===== src/rtl/core/bres_pkg.sv =====
`timescale 1ns / 1ps

package bres_pkg;

    // Default coordinate width (two's complement).
    localparam int COORD_BITS_DEFAULT = 13;

    // Frame size registers.
    localparam int DIM_BITS        = 12;
    localparam int DIM_RESET       = 700;
    localparam int MAX_FRAME_DIM   = 2048;
    localparam int DIM_REG_MAX     = (1 << DIM_BITS) - 1;
    // Saturation limit as it can be seen through a DIM_BITS register.
    localparam logic [DIM_BITS-1:0] DIM_SAT =
        DIM_BITS'((MAX_FRAME_DIM > DIM_REG_MAX) ? DIM_REG_MAX : MAX_FRAME_DIM);

    localparam int ADDR_BITS = 22;

    // Configuration register indexes.
    localparam int CFG_IDX_BITS = 1;
    localparam logic [CFG_IDX_BITS-1:0] REG_FRAME_WIDTH  = 1'b0;
    localparam logic [CFG_IDX_BITS-1:0] REG_FRAME_HEIGHT = 1'b1;

    // Input beat kinds (carried on s_tuser).
    localparam logic OP_START = 1'b0;
    localparam logic OP_STEP  = 1'b1;

endpackage


===== src/rtl/core/bresenham_line_pixel_generator_top.sv =====
`timescale 1ns / 1ps

// Bresenham line engine. A start beat (s_tuser = 0) loads two endpoints and
// returns the first pixel of the line; each step beat (s_tuser = 1) returns
// the next pixel, with m_tlast marking the final one. A step with no line in
// progress returns a beat with m_tuser = 0 and all data zero. Every pixel
// carries an inside-frame flag and the bottom-up row address
// (height-1-y)*width+x, zero when the pixel is off frame. One beat is taken
// per clock unless m_tready back-pressure fills both stages. A result passes
// through two register stages, stage 1 and the output register, before it is
// offered on m_tvalid; the error-term / position update is combinational. The
// frame size registers may be written only while no line beats are in flight.
module bresenham_line_pixel_generator_top #(
    parameter int COORD_BITS = bres_pkg::COORD_BITS_DEFAULT
) (
    input  logic clk,
    input  logic rst_n,

    // Configuration write port
    input  logic                              cfg_we,
    input  logic [bres_pkg::CFG_IDX_BITS-1:0] cfg_index,
    input  logic [bres_pkg::DIM_BITS-1:0]     cfg_data,

    // Input stream
    input  logic                                s_tvalid,
    output logic                                s_tready,
    // start_x, start_y, end_x, end_y (COORD_BITS each), zero pad
    input  logic [((4*COORD_BITS+7)/8)*8-1:0]   s_tdata,
    // op
    input  logic                                s_tuser,

    // Output stream
    output logic                                m_tvalid,
    input  logic                                m_tready,
    // pixel_x, pixel_y, inside_frame, frame_address, zero pad
    output logic [((2*COORD_BITS+1+bres_pkg::ADDR_BITS+7)/8)*8-1:0] m_tdata,
    // pixel_valid
    output logic                                m_tuser,
    // last_pixel
    output logic                                m_tlast
);

    localparam int C      = COORD_BITS;
    localparam int E      = COORD_BITS + 4;                       // error term width
    localparam int DB     = bres_pkg::DIM_BITS;
    localparam int AB     = bres_pkg::ADDR_BITS;
    localparam int WIDE   = ((C > DB) ? C : DB) + 1;              // frame compare width
    localparam int OUT_W  = ((2*C+1+AB+7)/8)*8;
    localparam int PAD_W  = OUT_W - (2*C+1+AB);

    // ------------------------------------------------------------------
    // Frame size registers
    // ------------------------------------------------------------------
    logic [DB-1:0] width_reg;
    logic [DB-1:0] height_reg;

    always_ff @(posedge clk or negedge rst_n)
    begin
        if (!rst_n)
        begin
            width_reg  <= DB'(bres_pkg::DIM_RESET);
            height_reg <= DB'(bres_pkg::DIM_RESET);
        end
        else if (cfg_we)
        begin
            case (cfg_index)
                bres_pkg::REG_FRAME_WIDTH:  width_reg  <= cfg_data;
                bres_pkg::REG_FRAME_HEIGHT: height_reg <= cfg_data;
                default: ;
            endcase
        end
    end

    // ------------------------------------------------------------------
    // Handshake: stage 1 holds the new position, stage 2 is the output
    // ------------------------------------------------------------------
    logic s1_valid_reg;
    logic m_valid_reg;
    logic out_move;
    logic s1_move;
    logic in_fire;

    assign out_move = !m_valid_reg || m_tready;
    assign s1_move  = s1_valid_reg && out_move;
    assign s_tready = !s1_valid_reg || out_move;
    assign in_fire  = s_tvalid && s_tready;

    // ------------------------------------------------------------------
    // Line state and its combinational update
    // ------------------------------------------------------------------
    logic         line_active_reg, line_active_next;
    logic [C-1:0] cur_x_reg, cur_x_next;
    logic [C-1:0] cur_y_reg, cur_y_next;
    logic [C-1:0] major_end_reg, major_end_next;
    logic [C-1:0] abs_dx_reg, abs_dx_next;
    logic [C-1:0] abs_dy_reg, abs_dy_next;
    logic [E-1:0] err_reg, err_next;
    logic         y_major_reg, y_major_next;
    logic         step_up_reg, step_up_next;

    logic         s1_pix_reg, s1_pix_next;
    logic [C-1:0] s1_x_reg, s1_x_next;
    logic [C-1:0] s1_y_reg, s1_y_next;
    logic         s1_last_reg, s1_last_next;

    logic [C-1:0] sx, sy, ex, ey;
    logic [C:0]   dx, dy, adx_full, ady_full;
    logic         dx_neg, dy_neg, dx_zero, dy_zero;
    logic [C-1:0] st_adx, st_ady;
    logic         st_ymaj;
    logic [E-1:0] st_2dx, st_2dy, d2x, d2y;
    logic [C-1:0] minor_step;
    logic [C-1:0] nx, ny, nend;
    logic [E-1:0] nerr;
    logic         nlast;

    assign sx = s_tdata[0*C +: C];
    assign sy = s_tdata[1*C +: C];
    assign ex = s_tdata[2*C +: C];
    assign ey = s_tdata[3*C +: C];

    assign dx = {ex[C-1], ex} - {sx[C-1], sx};
    assign dy = {ey[C-1], ey} - {sy[C-1], sy};
    assign dx_neg  = dx[C];
    assign dy_neg  = dy[C];
    assign dx_zero = (dx == '0);
    assign dy_zero = (dy == '0);
    assign adx_full = dx_neg ? (~dx + 1'b1) : dx;
    assign ady_full = dy_neg ? (~dy + 1'b1) : dy;
    assign st_adx  = adx_full[C-1:0];
    assign st_ady  = ady_full[C-1:0];
    assign st_ymaj = (st_ady > st_adx);
    assign st_2dx  = {{(E-C-1){1'b0}}, st_adx, 1'b0};
    assign st_2dy  = {{(E-C-1){1'b0}}, st_ady, 1'b0};

    // Doubled deltas of the stored line
    assign d2x = {{(E-C-1){1'b0}}, abs_dx_reg, 1'b0};
    assign d2y = {{(E-C-1){1'b0}}, abs_dy_reg, 1'b0};
    assign minor_step = step_up_reg ? C'(1) : '1;

    always_comb
    begin
        nx    = cur_x_reg;
        ny    = cur_y_reg;
        nend  = major_end_reg;
        nerr  = err_reg;
        nlast = 1'b0;

        if (s_tuser == bres_pkg::OP_STEP)
        begin
            if (!y_major_reg)
            begin
                nx = cur_x_reg + C'(1);
                if (err_reg[E-1])
                begin
                    nerr = err_reg + d2y;
                end
                else
                begin
                    ny   = cur_y_reg + minor_step;
                    nerr = err_reg + d2y - d2x;
                end
                nlast = ($signed(nx) >= $signed(major_end_reg));
            end
            else
            begin
                ny = cur_y_reg + C'(1);
                // y-major holds the minor axis on zero as well
                if (err_reg[E-1] || (err_reg == '0))
                begin
                    nerr = err_reg + d2x;
                end
                else
                begin
                    nx   = cur_x_reg + minor_step;
                    nerr = err_reg + d2x - d2y;
                end
                nlast = ($signed(ny) >= $signed(major_end_reg));
            end
        end
        else
        begin
            // Start at the endpoint with the lower major coordinate
            if (!st_ymaj)
            begin
                nerr = st_2dy - {{(E-C){1'b0}}, st_adx};
                if (dx_neg)
                begin
                    nx = ex; ny = ey; nend = sx;
                end
                else
                begin
                    nx = sx; ny = sy; nend = ex;
                end
                nlast = ($signed(nx) >= $signed(nend));
            end
            else
            begin
                nerr = st_2dx - {{(E-C){1'b0}}, st_ady};
                if (dy_neg)
                begin
                    nx = ex; ny = ey; nend = sy;
                end
                else
                begin
                    nx = sx; ny = sy; nend = ey;
                end
                nlast = ($signed(ny) >= $signed(nend));
            end
        end
    end

    always_comb
    begin
        line_active_next = line_active_reg;
        cur_x_next       = cur_x_reg;
        cur_y_next       = cur_y_reg;
        major_end_next   = major_end_reg;
        abs_dx_next      = abs_dx_reg;
        abs_dy_next      = abs_dy_reg;
        err_next         = err_reg;
        y_major_next     = y_major_reg;
        step_up_next     = step_up_reg;
        s1_pix_next      = 1'b0;
        s1_x_next        = '0;
        s1_y_next        = '0;
        s1_last_next     = 1'b0;

        if (s_tuser == bres_pkg::OP_STEP)
        begin
            if (line_active_reg)
            begin
                cur_x_next       = nx;
                cur_y_next       = ny;
                err_next         = nerr;
                line_active_next = !nlast;
                s1_pix_next      = 1'b1;
                s1_x_next        = nx;
                s1_y_next        = ny;
                s1_last_next     = nlast;
            end
        end
        else
        begin
            cur_x_next       = nx;
            cur_y_next       = ny;
            major_end_next   = nend;
            abs_dx_next      = st_adx;
            abs_dy_next      = st_ady;
            err_next         = nerr;
            y_major_next     = st_ymaj;
            step_up_next     = (dx_neg && dy_neg) ||
                               (!dx_neg && !dx_zero && !dy_neg && !dy_zero);
            line_active_next = !nlast;
            s1_pix_next      = 1'b1;
            s1_x_next        = nx;
            s1_y_next        = ny;
            s1_last_next     = nlast;
        end
    end

    always_ff @(posedge clk or negedge rst_n)
    begin
        if (!rst_n)
        begin
            line_active_reg <= 1'b0;
            cur_x_reg       <= '0;
            cur_y_reg       <= '0;
            major_end_reg   <= '0;
            abs_dx_reg      <= '0;
            abs_dy_reg      <= '0;
            err_reg         <= '0;
            y_major_reg     <= 1'b0;
            step_up_reg     <= 1'b0;
        end
        else if (in_fire)
        begin
            line_active_reg <= line_active_next;
            cur_x_reg       <= cur_x_next;
            cur_y_reg       <= cur_y_next;
            major_end_reg   <= major_end_next;
            abs_dx_reg      <= abs_dx_next;
            abs_dy_reg      <= abs_dy_next;
            err_reg         <= err_next;
            y_major_reg     <= y_major_next;
            step_up_reg     <= step_up_next;
        end
    end

    // Stage 1 valid
    always_ff @(posedge clk or negedge rst_n)
    begin
        if (!rst_n)
        begin
            s1_valid_reg <= 1'b0;
        end
        else if (in_fire)
        begin
            s1_valid_reg <= 1'b1;
        end
        else if (s1_move)
        begin
            s1_valid_reg <= 1'b0;
        end
    end

    // Stage 1 payload
    always_ff @(posedge clk)
    begin
        if (in_fire)
        begin
            s1_pix_reg  <= s1_pix_next;
            s1_x_reg    <= s1_x_next;
            s1_y_reg    <= s1_y_next;
            s1_last_reg <= s1_last_next;
        end
    end

    // ------------------------------------------------------------------
    // Stage 2: frame test and row-flipped address
    // ------------------------------------------------------------------
    logic [DB-1:0]    w_eff, h_eff;
    logic [WIDE-1:0]  x_w, y_w;
    logic             in_frame;
    logic [DB-1:0]    row;
    logic [2*DB-1:0]  prod;
    logic [2*DB-1:0]  addr_full;
    logic [AB-1:0]    addr;

    assign w_eff = (width_reg  > bres_pkg::DIM_SAT) ? bres_pkg::DIM_SAT : width_reg;
    assign h_eff = (height_reg > bres_pkg::DIM_SAT) ? bres_pkg::DIM_SAT : height_reg;

    assign x_w = {{(WIDE-C){s1_x_reg[C-1]}}, s1_x_reg};
    assign y_w = {{(WIDE-C){s1_y_reg[C-1]}}, s1_y_reg};

    assign in_frame = s1_pix_reg &&
                      !x_w[WIDE-1] && (x_w < {{(WIDE-DB){1'b0}}, w_eff}) &&
                      !y_w[WIDE-1] && (y_w < {{(WIDE-DB){1'b0}}, h_eff});

    assign row       = h_eff - DB'(1) - y_w[DB-1:0];
    assign prod      = row * w_eff;
    assign addr_full = prod + {{DB{1'b0}}, x_w[DB-1:0]};
    assign addr      = in_frame ? addr_full[AB-1:0] : '0;

    always_ff @(posedge clk or negedge rst_n)
    begin
        if (!rst_n)
        begin
            m_valid_reg <= 1'b0;
        end
        else if (out_move)
        begin
            m_valid_reg <= s1_valid_reg;
        end
    end

    logic [C-1:0]  m_x_reg, m_y_reg;
    logic          m_inside_reg;
    logic [AB-1:0] m_addr_reg;
    logic          m_pix_reg;
    logic          m_last_reg;

    always_ff @(posedge clk)
    begin
        if (s1_move)
        begin
            m_x_reg      <= s1_x_reg;
            m_y_reg      <= s1_y_reg;
            m_inside_reg <= in_frame;
            m_addr_reg   <= addr;
            m_pix_reg    <= s1_pix_reg;
            m_last_reg   <= s1_last_reg;
        end
    end

    assign m_tvalid = m_valid_reg;
    assign m_tuser  = m_pix_reg;
    assign m_tlast  = m_last_reg;
    assign m_tdata  = {{PAD_W{1'b0}}, m_addr_reg, m_inside_reg, m_y_reg, m_x_reg};

    // ------------------------------------------------------------------
    // Assertions
    // ------------------------------------------------------------------

    // A step with no line yields an all-zero beat
    assert property (@(posedge clk) disable iff (!rst_n)
        (m_tvalid && !m_tuser) |-> (m_tdata == '0) && !m_tlast)
        else $error("idle step beat carries nonzero payload");

    // Off-frame pixels carry a zero address
    assert property (@(posedge clk) disable iff (!rst_n)
        (m_tvalid && !m_inside_reg) |-> (m_addr_reg == '0))
        else $error("address set for off-frame pixel");

    // A start always produces a pixel in stage 1
    assert property (@(posedge clk) disable iff (!rst_n)
        (in_fire && (s_tuser == bres_pkg::OP_START)) |=> (s1_valid_reg && s1_pix_reg))
        else $error("start beat produced no pixel");

    // A pixel flagged last leaves no line active
    assert property (@(posedge clk) disable iff (!rst_n)
        (in_fire && s1_pix_next && s1_last_next) |=> !line_active_reg)
        else $error("line still active after last pixel");

    // Input is never blocked while the output register is empty
    assert property (@(posedge clk) disable iff (!rst_n)
        !m_valid_reg |-> s_tready)
        else $error("input stalled with empty output stage");

endmodule


===== config.mk =====
export PLATFORM = sky130hd
export DESIGN_NAME = bresenham_line_pixel_generator_top
export DESIGN_NICKNAME = d
export VERILOG_FILES = /design/src/rtl/core/bres_pkg.sv /design/src/rtl/core/bresenham_line_pixel_generator_top.sv
export SDC_FILE = /design/constraint.sdc
export NUM_CORES = 1
export LEC_CHECK = 0
export ABC_AREA = 0
export ABC_CLOCK_PERIOD_IN_PS = 8350
export CELL_PAD_IN_SITES_DETAIL_PLACEMENT = 1
export CELL_PAD_IN_SITES_GLOBAL_PLACEMENT = 1
export CORE_ASPECT_RATIO = 0.9
export CORE_MARGIN = 3
export CORE_UTILIZATION = 35
export CTS_CLUSTER_SIZE = 16
export DETAILED_ROUTE_END_ITERATION = 16
export DONT_BUFFER_PORTS = 1
export PLACE_DENSITY_LB_ADDON = 0.1
export SYNTH_ARGS = -nofsm -noshare
export SYNTH_HDL_FRONTEND = slang
export SYNTH_SLANG_ARGS = --single-unit

===== constraint.sdc =====
create_clock -name clk -period 8.35 [get_ports clk]
set_input_delay 0 -clock clk [delete_from_list [all_inputs] [get_ports clk]]
set_output_delay 0 -clock clk [all_outputs]
set_load 0.05 [all_outputs]

==> summary.txt <==
Status
  – Outcome: finished, final reports clean

Clock tree
  – Clock Sinks: 190
  – Worst skew pair latency: 0.49 ns
  – Clock Root Buffer: clkbuf_16
  – H-Tree Depth: 4
  – Setup Fix Bufs, Post-CTS: 0
  – Num CTS Buffers: 17
  – CTS tree: built
  – Clock buffer depth: 2
  – Reg clk slew, reported paths: 0.08 ns

Floorplanning
  – Chip width: 277 um
  – Starting density of the core: 35.7%
  – Die ar.: 69,000 um2
  – Ports: 135
  – Core footprint: 64,600 um2
  – Die Y-Extent: 249 um
  – Row count: 88

Routing
  – Routed Antenna Nets: 0
  – DRT Pass-1 Iters: 5
  – Via density: 5.47
  – Residual DRC count: 0
  – DRT iter0 DRCs: 1,199
  – Final WL: 80,400 um
  – WL per Instance: 22.2 um
  – Via count: 19,802

Placement
  – Port Buf Inserts: 0
  – DP Wirelength: 64,900 um
  – GP Congestion: 0.887

GRT
  – Initial antenna violation count: 1
  – Total GRT Usage: 23.3%
  – Largest net degree at the start of global routing: 112
  – Grt total ovfl: 0
  – Number of global-route vias before repair: 20,584
  – First-pass GRT wire length: 124,000 um

Timing
  – Achievable Freq: 128 MHz
  – RSZ-0062 raised after global routing: false
  – Final period util: 93.9%
  – Final Critical Period: 7.84 ns
  – Worst-Margin Slew: 1.25 ns
  – Final Setup Violations: 0
  – Fin. Hold Viols: 0
  – Pins Over Slew Limit: 0
  – Post-route setup TNS: 0 ns
  – Worst Skew: 0.0121 ns
  – Relative slew slack: 16.2%

Setup path
  – Worst-path fanout max: 11
  – Worst path required time: 8.56 ns
  – Critical path capture point type: flop
  – Crit path largest cell delay: 0.54 ns
  – CP arrival: 8.05 ns
  – Most frequent CP cell: inv_1
  – Kind of start point of the critical path: flop
  – Critical Path Slowest Stage Cell: fa_1
  – CP Class: reg -> reg

Final layout
  – Diode count: 0
  – Max FFs per register: 22
  – Syn-to-layout area delta: 9.55%
  – Share of cells above drive strength 1: 6.25%
  – Fin nets: 3,211

Synthesis
  – Yosys cell types: 89
  – Sequential area share after synthesis: 22.4%
  – Post-synthesis async set-or-reset flop share: 58.4%
  – Top_reg_cell synth: dfrtp_1
  – Post-synth EDFFs: 79
  – Post-Syn Area per Cell: 8.42 um2
  – Synth Register Bits: 190
  – Synth Instances: 2,738
  – Yosys warns: 0
  – Mapped Area: 23,100 um2

Worst hold path
  – Worst min-delay path class: in -> reg

Run
  – Max-Cap Viols: 0
==> logic make-up (layout without fill, tap and decap cells) <==
| group | count (synthesis) | after routing | synth area share, % |
|---|---|---|---|
| AND/OR/NAND/NOR | 820 | 820 | 16.4 |
| multiplexers | 97 | 97 | 4.46 |
| XOR/XNOR | 179 | 179 | 6.86 |
| other | 1 | 7 | 0.0163 |
| AO/OA/AOI/OAI | 657 | 657 | 18.2 |
| buffers and inverters | 411 | 433 | 6.94 |
| flip-flops | 190 | 190 | 22.4 |
| adder cells (fa/ha/maj) | 383 | 383 | 24.7 |
==> layout make-up <==
type | instances | area, um2
sequential | 190 | 5170
fill | 7603 | 39400
timing repair buffer | 93 | 876
clock buffer | 18 | 450
multi-input combinational | 2143 | 16400
tap | 855 | 1070
clock inverter | 14 | 169
inverter | 308 | 1160
==> per-layer routing <==
metal  track usage [%]  share of wire, %  vias up  routed length, um
met1              35.2                51     9861              41400
li1                  -                 -     9458                  -
met4              5.01               1.7        2               1380
met2              33.6                41      424              32700
met5                 0             0.015        -                 12
met3              5.14               6.2       57               4960
==> critical path: cells and delay by family, from the launching register on <==
kind | cells | cell delay (ns)
AOI/OAI and AO/OA | 11 | 2.31
xor gates and xnor gates | 1 | 0.30
adders and majority gates | 7 | 3.07
buffers and inverters | 8 | 0.76
DFF | 1 | 0.41
and+or+nand+nor | 6 | 0.67
==> cell usage after synthesis, types with 5 or more instances <==
library cell / instances / area share (%)
a211oi_1: 32 / 1.0
a21boi_0: 8 / 0.26
a21o_1: 43 / 1.4
a21oi_1: 149 / 3.2
a31oi_1: 25 / 0.68
a41oi_1: 6 / 0.23
and2_1: 33 / 0.90
and3_1: 32 / 0.87
buf_1: 10 / 0.16
buf_2: 11 / 0.24
buf_4: 11 / 0.36
clkbuf_1: 70 / 1.1
clkinv_1: 5 / 0.081
dfrtp_1: 99 / 11
dfstp_2: 12 / 1.4
edfxtp_1: 79 / 10
fa_1: 121 / 11
ha_1: 262 / 14
inv_1: 303 / 4.9
mux2_2: 46 / 2.2
mux2i_1: 51 / 2.2
nand2_1: 284 / 4.6
nand2b_1: 39 / 1.1
nand3_1: 52 / 1.1
nand3b_1: 5 / 0.16
nand4_1: 11 / 0.30
nor2_1: 219 / 3.6
nor2b_1: 39 / 1.1
nor3_1: 51 / 1.1
nor4_1: 12 / 0.33
o2111ai_1: 5 / 0.19
o211ai_1: 38 / 1.2
o21a_1: 37 / 1.2
o21ai_0: 200 / 4.3
o21bai_1: 14 / 0.46
o22ai_1: 12 / 0.33
o311ai_0: 5 / 0.19
o31ai_1: 14 / 0.46
o41ai_1: 6 / 0.23
or2_2: 10 / 0.27
or3_1: 18 / 0.49
xnor2_1: 97 / 3.7
xor2_1: 80 / 3.0
==> path summary, 6_finish.rpt <==
check	from	to	slack (ns)	cells past startpoint
setup / recovery	height_reg[11]	m_addr_reg[21]	0.51	33
hold / removal	cfg_index	width_reg[10]	0.003	3
setup reg to reg	height_reg[11]	m_addr_reg[21]	0.51	33
hold reg to reg	s1_y_reg[0]	m_y_reg[0]	0.49	0
max in group asynchronous	rst_n	width_reg[0]	7.66	2
min in group asynchronous	rst_n	abs_dx_reg[1]	0.09	2
==> layout by cell type (no fill, tap or decap), types with 36 or more instances in the layout <==
master / n
inv_1: 302
nand2_1: 283
ha_1: 262
nor2_1: 218
o21ai_0: 199
a21oi_1: 147
fa_1: 121
xnor2_1: 97
dfrtp_1: 97
xor2_1: 80
edfxtp_1: 79
dlygate4sd3_1: 55
nand3_1: 52
nor3_1: 51
mux2i_1: 51
mux2_2: 46
a21o_1: 42
nor2b_1: 39
nand2b_1: 39
o211ai_1: 38
o21a_1: 37
buf_4: 36
==> per-stage QoR <==
stage / util [%] / setup slack (ns) / cells / cell area, um2 / hold WS [ns]
final: 39.1 / 0.511 / 3621 / 25300 / 0.00298
after CTS: 39.0 / 0.207 / 3621 / 25200 / 0.0000853
after global routing: 39.1 / 0.00445 / 3621 / 25300 / 0.0236
after global placement: 37.1 / 0.473 / 3532 / 24000 / -0.281
after detailed placement: 37.1 / 0.218 / 3532 / 24000 / -0.281
after floorplan: - / 1.19 / 2744 / 23100 / -0.296
==> repair_timing <==
item                                    4_1_cts  5_1_grt
resized for setup                             0        7
endpoints found under the setup margin        0        4
endpoints found under the hold margin       192        0
hold buffers                                 57        0
Power is not shown: default switching activity piles up to over one toggle a cycle in this logic, so the estimate is an artifact.
